===== src/hw/rtl/tbpr_pkg.sv =====
// Package for the touch button press/release block: state and config types,
// source and event codes, register indexes. No dependencies.
`timescale 1ns / 1ps

package tbpr_pkg;

    typedef enum logic [1:0]
    {
        PH_IDLE    = 2'd0,
        PH_PRESS   = 2'd1,
        PH_RELEASE = 2'd2
    } phase_t;

    localparam logic [1:0] SRC_A      = 2'd0;
    localparam logic [1:0] SRC_B      = 2'd1;
    localparam logic [1:0] SRC_CENTER = 2'd2;
    localparam logic [1:0] SRC_NONE   = 2'd3;

    localparam logic EV_PRESS   = 1'b0;
    localparam logic EV_RELEASE = 1'b1;

    localparam int CFG_INDEX_W = 3;
    localparam int CFG_DATA_W  = 16;

    localparam logic [CFG_INDEX_W-1:0] REG_PRESS_TIME  = 3'd0;
    localparam logic [CFG_INDEX_W-1:0] REG_DEBOUNCE    = 3'd1;
    localparam logic [CFG_INDEX_W-1:0] REG_MASK_A      = 3'd2;
    localparam logic [CFG_INDEX_W-1:0] REG_MASK_B      = 3'd3;
    localparam logic [CFG_INDEX_W-1:0] REG_MASK_CENTER = 3'd4;

    localparam logic [15:0] PRESS_TIME_RST  = 16'd40;
    localparam logic [3:0]  DEBOUNCE_RST    = 4'd8;
    localparam logic [7:0]  MASK_A_RST      = 8'h02;
    localparam logic [7:0]  MASK_B_RST      = 8'h80;
    localparam logic [7:0]  MASK_CENTER_RST = 8'h08;

    typedef struct packed
    {
        logic [15:0] press_time;
        logic [3:0]  miss_limit;
        logic [7:0]  mask_a;
        logic [7:0]  mask_b;
        logic [7:0]  mask_center;
    } cfg_t;

    typedef struct packed
    {
        phase_t      phase;
        logic [1:0]  source;
        logic [15:0] timer;
        logic [3:0]  debounce_count;
    } state_t;

    typedef struct packed
    {
        logic       valid;
        logic       kind;
        logic [1:0] source;
    } event_t;

endpackage


===== src/hw/rtl/tbpr_step.sv =====
// One poll of the press/release state machine: next state and event.
// Purely combinational; depends on tbpr_pkg.
`timescale 1ns / 1ps

module tbpr_step
(
    input  tbpr_pkg::cfg_t   cfg,
    input  tbpr_pkg::state_t state,
    input  logic [7:0]       sensor_status,
    input  logic             read_ok,
    input  logic [7:0]       elapsed_ms,
    output tbpr_pkg::state_t state_next,
    output tbpr_pkg::event_t ev
);

    logic [16:0] timer_sum;
    logic [15:0] timer_sat;
    logic [7:0]  cur_mask;
    logic        held;

    assign timer_sum = {1'b0, state.timer} + {9'd0, elapsed_ms};
    assign timer_sat = timer_sum[16] ? 16'hFFFF : timer_sum[15:0];

    always_comb
    begin
        case (state.source)
            tbpr_pkg::SRC_A:      cur_mask = cfg.mask_a;
            tbpr_pkg::SRC_B:      cur_mask = cfg.mask_b;
            tbpr_pkg::SRC_CENTER: cur_mask = cfg.mask_center;
            default:              cur_mask = 8'd0;
        endcase
    end

    assign held = (sensor_status & cur_mask) != 8'd0;

    always_comb
    begin
        state_next       = state;
        state_next.timer = timer_sat;
        ev.valid         = 1'b0;
        ev.kind          = tbpr_pkg::EV_PRESS;
        ev.source        = state.source;
        if (read_ok)
        begin
            case (state.phase)
                tbpr_pkg::PH_PRESS, tbpr_pkg::PH_RELEASE:
                begin
                    if (held)
                    begin
                        state_next.debounce_count = 4'd0;
                        if (state.phase == tbpr_pkg::PH_PRESS && timer_sat >= cfg.press_time)
                        begin
                            ev.valid         = 1'b1;
                            state_next.phase = tbpr_pkg::PH_RELEASE;
                        end
                    end
                    else if (state.debounce_count < cfg.miss_limit)
                    begin
                        state_next.debounce_count = state.debounce_count + 4'd1;
                    end
                    else
                    begin
                        // out of contact too long: glitch in press, release otherwise
                        state_next.source = tbpr_pkg::SRC_NONE;
                        state_next.phase  = tbpr_pkg::PH_IDLE;
                        if (state.phase == tbpr_pkg::PH_RELEASE)
                        begin
                            ev.valid = 1'b1;
                            ev.kind  = tbpr_pkg::EV_RELEASE;
                        end
                    end
                end
                default:
                begin
                    // idle: priority A, B, center
                    if ((sensor_status & cfg.mask_a) != 8'd0)
                        state_next.source = tbpr_pkg::SRC_A;
                    else if ((sensor_status & cfg.mask_b) != 8'd0)
                        state_next.source = tbpr_pkg::SRC_B;
                    else if ((sensor_status & cfg.mask_center) != 8'd0)
                        state_next.source = tbpr_pkg::SRC_CENTER;
                    if ((sensor_status & (cfg.mask_a | cfg.mask_b | cfg.mask_center)) != 8'd0)
                    begin
                        state_next.phase          = tbpr_pkg::PH_PRESS;
                        state_next.timer          = 16'd0;
                        state_next.debounce_count = 4'd0;
                    end
                end
            endcase
        end
    end

endmodule


===== src/hw/rtl/touch_button_press_release_fsm.sv =====
// Top level of the touch button press/release block: stream ports, input and
// result registers, config registers. Depends on tbpr_pkg and tbpr_step.
`timescale 1ns / 1ps

// channel   dir  handshake          payload
// s_*       in   s_tvalid/s_tready  tdata {elapsed_ms, sensor_status}, tuser read_ok
// m_*       out  m_tvalid/m_tready  tdata {6'b0, event_source}, tuser event_kind
// cfg_*     in   cfg_wr_en          cfg_index, cfg_data
//
// One word per cycle sustained while the output is not stalled; each poll waits
// in the input register, where the step logic runs, and lands in the result
// register. Polls that give no event leave the output idle.
// Reset (rst_n low) returns config to defaults and the machine to idle.
// A stalled output holds its word; the input keeps taking words until both
// the input and result registers are full.

module touch_button_press_release_fsm
(
    input  logic                                clk,
    input  logic                                rst_n,
    input  logic                                s_tvalid,
    output logic                                s_tready,
    input  logic [15:0]                         s_tdata,   // sensor_status, elapsed_ms
    input  logic                                s_tuser,   // read_ok
    output logic                                m_tvalid,
    input  logic                                m_tready,
    output logic [7:0]                          m_tdata,   // event_source, zero pad
    output logic                                m_tuser,   // event_kind
    input  logic                                cfg_wr_en,
    input  logic [tbpr_pkg::CFG_INDEX_W-1:0]    cfg_index,
    input  logic [tbpr_pkg::CFG_DATA_W-1:0]     cfg_data
);

    tbpr_pkg::cfg_t   cfg_reg;
    tbpr_pkg::state_t state_reg;
    tbpr_pkg::state_t state_next;
    tbpr_pkg::event_t ev;

    logic        in_valid_reg;
    logic [7:0]  status_reg;
    logic        read_ok_reg;
    logic [7:0]  elapsed_reg;
    logic        out_valid_reg;
    logic        out_kind_reg;
    logic [1:0]  out_source_reg;
    logic        advance;

    assign advance  = in_valid_reg && (!out_valid_reg || m_tready);
    assign s_tready = !in_valid_reg || advance;

    always_ff @(posedge clk or negedge rst_n)
    begin
        if (!rst_n)
        begin
            cfg_reg.press_time     <= tbpr_pkg::PRESS_TIME_RST;
            cfg_reg.miss_limit     <= tbpr_pkg::DEBOUNCE_RST;
            cfg_reg.mask_a         <= tbpr_pkg::MASK_A_RST;
            cfg_reg.mask_b         <= tbpr_pkg::MASK_B_RST;
            cfg_reg.mask_center    <= tbpr_pkg::MASK_CENTER_RST;
        end
        else if (cfg_wr_en)
        begin
            case (cfg_index)
                tbpr_pkg::REG_PRESS_TIME:  cfg_reg.press_time     <= cfg_data;
                tbpr_pkg::REG_DEBOUNCE:    cfg_reg.miss_limit     <= cfg_data[3:0];
                tbpr_pkg::REG_MASK_A:      cfg_reg.mask_a         <= cfg_data[7:0];
                tbpr_pkg::REG_MASK_B:      cfg_reg.mask_b         <= cfg_data[7:0];
                tbpr_pkg::REG_MASK_CENTER: cfg_reg.mask_center    <= cfg_data[7:0];
                default:                   ;
            endcase
        end
    end

    tbpr_step u_step
    (
        .cfg           (cfg_reg),
        .state         (state_reg),
        .sensor_status (status_reg),
        .read_ok       (read_ok_reg),
        .elapsed_ms    (elapsed_reg),
        .state_next    (state_next),
        .ev            (ev)
    );

    always_ff @(posedge clk or negedge rst_n)
    begin
        if (!rst_n)
        begin
            state_reg.phase          <= tbpr_pkg::PH_IDLE;
            state_reg.source         <= tbpr_pkg::SRC_NONE;
            state_reg.timer          <= 16'd0;
            state_reg.debounce_count <= 4'd0;
            in_valid_reg             <= 1'b0;
            out_valid_reg            <= 1'b0;
        end
        else
        begin
            if (s_tready)
                in_valid_reg <= s_tvalid;
            if (advance)
            begin
                state_reg     <= state_next;
                out_valid_reg <= ev.valid;
            end
            else if (m_tready)
            begin
                out_valid_reg <= 1'b0;
            end
        end
    end

    // payload registers, no reset
    always_ff @(posedge clk)
    begin
        if (s_tready && s_tvalid)
        begin
            status_reg  <= s_tdata[7:0];
            elapsed_reg <= s_tdata[15:8];
            read_ok_reg <= s_tuser;
        end
        if (advance && ev.valid)
        begin
            out_kind_reg   <= ev.kind;
            out_source_reg <= ev.source;
        end
    end

    assign m_tvalid = out_valid_reg;
    assign m_tdata  = {6'd0, out_source_reg};
    assign m_tuser  = out_kind_reg;

endmodule


===== config.mk =====
export PLATFORM = sky130hd
export DESIGN_NAME = touch_button_press_release_fsm
export DESIGN_NICKNAME = d
export VERILOG_FILES = /design/src/hw/rtl/tbpr_pkg.sv /design/src/hw/rtl/tbpr_step.sv /design/src/hw/rtl/touch_button_press_release_fsm.sv
export SDC_FILE = /design/constraint.sdc
export NUM_CORES = 1
export LEC_CHECK = 0
export BUFFER_PORTS_ARGS = -buffer_cell sky130_fd_sc_hd__buf_2
export CAP_MARGIN = 5
export CORE_MARGIN = 5
export CORE_UTILIZATION = 30
export DETAILED_ROUTE_END_ITERATION = 12
export HOLD_SLACK_MARGIN = 0.15
export SLEW_MARGIN = 5
export SYNTH_ARGS = -nofsm -noshare
export SYNTH_HDL_FRONTEND = slang
export SYNTH_SLANG_ARGS = --single-unit

===== constraint.sdc =====
create_clock -name clk -period 11.7 [get_ports clk]
set_clock_uncertainty 0.05 [all_clocks]
set_input_delay 0.585 -clock clk [delete_from_list [all_inputs] [get_ports clk]]
set_output_delay 0.585 -clock clk [all_outputs]
set_load 0.1 [all_outputs]

==> key figures <==
Worst setup path
  • Worst setup SP type: register
  • Reg2Reg Capture Point: m_tuser
  • Reg2Reg Setup Slack: 7.43 ns
  • Worst R2R Start: state_reg[4]
  • CP endpoint: m_tuser
  • Crit path kind: register to register
  • Setup crit start: state_reg[4]
  • Worst-path maximum fanout: 7
  • Arrival @ worst endpoint: 4.25 ns
  • Reg2Reg Depth: 15
  • Critical Path RT: 11.68 ns
  • CP Capture Type: register

Synthesis
  • Sequential share of the synthesized area: 49.3%
  • Number of flops mapped to enable cells by yosys: 20
  • YS warnings: 0
  • FFs w/ async S/R, synth: 77.8%
  • Ys flop type: dfrtp_1
  • Post-Syn Area: 0.00479 sq mm
  • Post-synth cell types: 67
  • Synthesized flop and latch total: 90
  • Synth Area per Inst: 11.3 sq um
  • Cells after Synth: 425

CTS
  • Clock Tree Buf Depth: 2
  • Resized Gates After CTS: 0
  • CTS tree: done
  • Clock sink total: 90
  • Hold buffer count at CTS: 0
  • Worst-path clk slew: 0.07 ns
  • Inserted Clock Buffers: 9
  • Postcts setup bufs: 0
  • Clock Tree Root: clkbuf_16
  • CTS H-Tree Depth: 3
  • Clock insertion delay at the later pin of the skew report: 0.36 ns

Floorplanning
  • FP Rows: 46
  • Starting Density: 30.4%
  • Die Ht: 136 um
  • Top-Level Pins: 52
  • Die ar.: 0.0186 sq mm
  • Die boundary width: 136 um
  • Core Region: 0.0158 sq mm

Place
  • IO Port Bufs: 45
  • DP HPWL: 8130 um
  • Post-place setup slack: 7.44 ns
  • Post-DP Area: 0.00525 sq mm
  • GP Congestion: 0.848

Pwr
  • Clock share of power: 26.4%
  • Comb pwr share: 36.3%
  • Sw Share: 35.9%
  • Static Leak: 2.46 nW
  • Power Density: 209 mW/mm^2
  • Peak supply drop: 0.0000983 V
  • Switching power: 0.416 mW
  • Power share of the sequential group: 37.3%
  • Internal power: 0.744 mW

GRT
  • Tot GR Track Use: 12.6%
  • Initial antenna violation count: 0
  • Gr ovfl total: 0
  • Vias in the first global route: 3,587
  • First-pass GRT wire length: 18,100 um
  • Largest net degree at the start of global routing: 71

Cells and area
  • Antenna cells: 0
  • Max reg flops: 44
  • Commonest non-fill, non-tap cell in the layout: dfrtp_1
  • Area delta synth->final: 16.1%
  • Layout net count: 548
  • Final instance area: 0.00556 sq mm
  • Commonest cells after routing, fill and taps aside: 62 x dfrtp_1, 45 x buf_2, 44 x nand2_1, 41 x o21ai_0, 30 x ha_1
  • Share of layout cells above drive strength 1: 25.8%

STA
  • Setup Viol. Count Final: 0
  • Final WS setup: 7.43 ns
  • Worst-Margin Slew: 0.909 ns
  • Period minus WS final: 4.27 ns
  • Max-slew violation count: 0
  • Slew headroom: 39.4%
  • Fin. Hold Viols: 0
  • Tcrit/Tclk final: 36.5%
  • RSZ-0062 raised after global routing: no
  • TNS Setup: 0 ns
  • F_max: 234 MHz

Drt
  • Post-route DRC: 0
  • WL/cell: 15.5 um
  • Initial DRC Count: 162
  • Drt pass-1 iters: 4
  • Via density: 4.93
  • Final ANT Viol Nets: 0
  • Via count: 3,436
  • Wirelength, routed: 10,800 um

Worst hold path
  • Hold crit path type: primary input to register

Flow run
  • Max-cap violations: 0

Status
  • Outcome: finished, final reports clean
Yosys cell counts (all sizes together) (3+ instances only):
| cell type | instances | area (sq um) |
|---|---|---|
| a222oi | 4 | 40.0 |
| o31ai | 6 | 77.6 |
| inv | 29 | 109 |
| nand2b | 5 | 38.8 |
| nor3 | 6 | 35.0 |
| nor2 | 15 | 66.3 |
| mux2 | 28 | 315 |
| nand4 | 4 | 25.0 |
| ha | 30 | 375 |
| edfxtp | 20 | 601 |
| o21a | 3 | 22.5 |
| a31oi | 5 | 31.3 |
| a21oi | 17 | 85.1 |
| buf | 8 | 63.8 |
| clkbuf | 5 | 18.8 |
| a22o | 12 | 108 |
| dfrtp | 62 | 1550 |
| or2 | 4 | 25.0 |
| o21ai | 44 | 224 |
| nand2 | 45 | 171 |
| nand3 | 7 | 35.0 |
| a21o | 7 | 52.6 |
| a22oi | 6 | 45.0 |
| nor2b | 4 | 25.0 |
| xnor2 | 6 | 52.6 |
| and2 | 3 | 18.8 |
| dfstp | 8 | 210 |
power groups by stage:
stage	clock, mW	combinational [mW]	sequential, mW
after CTS	0.316	0.425	0.432
after global placement	0	0.409	0.435
after floorplan	0	0.335	0.426
after global routing	0.329	0.476	0.440
after detailed placement	0	0.423	0.438
final	0.307	0.421	0.432
final cells by class:
cell class | instances | area (sq um)
multi-input cells | 298 | 2260
clock buffers | 9 | 225
well taps | 216 | 270
inverters | 29 | 109
flip-flops and latches | 90 | 2360
clock inverters | 7 | 83.8
repair buffers | 48 | 248
fillers | 1603 | 10200
layer usage:
layer	vias up	wire [um]	global-route usage, %
li1	1652	-	-
met4	0	316	7.11
met5	-	0	0
met1	1689	5270	16.9
met3	21	426	2.52
met2	74	4760	18.9
logic make-up after synthesis:
kind of cell | synth area share [%]
XOR/XNOR | 1.10
flip-flops | 49.3
other | 0.0783
adder cells (fa/ha/maj) | 8.26
AND/OR/NAND/NOR | 12.3
AO/OA/AOI/OAI | 18.1
buffers and inverters | 4.00
multiplexers | 6.80
worst max-delay path: stages, from the launching register on:
cell	delay, ns
dfrtp_1	0.39
ha_1	0.23
fa_1	0.41
a21o_1	0.19
a21o_1	0.21
a21oi_1	0.33
nor2_1	0.13
nand4_1	0.24
o21ai_0	0.14
ha_1	0.32
nand4_1	0.12
o21bai_1	0.17
o32ai_1	0.30
o311a_1	0.30
nand2_1	0.09
a211oi_2	0.32
per-stage QoR:
stage | cells | hold slack (ns) | util [%] | power (mW)
after global placement | 681 | 0.434 | 33.3 | 0.844
after global routing | 697 | 0.336 | 35.2 | 1.24
final | 697 | 0.350 | 35.2 | 1.16
after detailed placement | 681 | 0.444 | 33.3 | 0.860
after floorplan | 430 | 0.239 | - | 0.761
after CTS | 697 | 0.334 | 35.2 | 1.17
how the worst min path moves through the flow:
stage                            start       endpoint  slack [ns]  cells after the start
after floorplan                  rst_n     cfg_reg[0]        0.24                      0
after global placement    state_reg[4]   state_reg[4]        0.43                      2
after detailed placement    cfg_reg[8]     cfg_reg[8]        0.44                      1
after CTS                   s_tdata[2]  status_reg[2]        0.33                      1
after global routing        s_tdata[5]  status_reg[5]        0.34                      1
final                       s_tdata[2]  status_reg[2]        0.35                      1
Power figures use the tool's default switching activity.
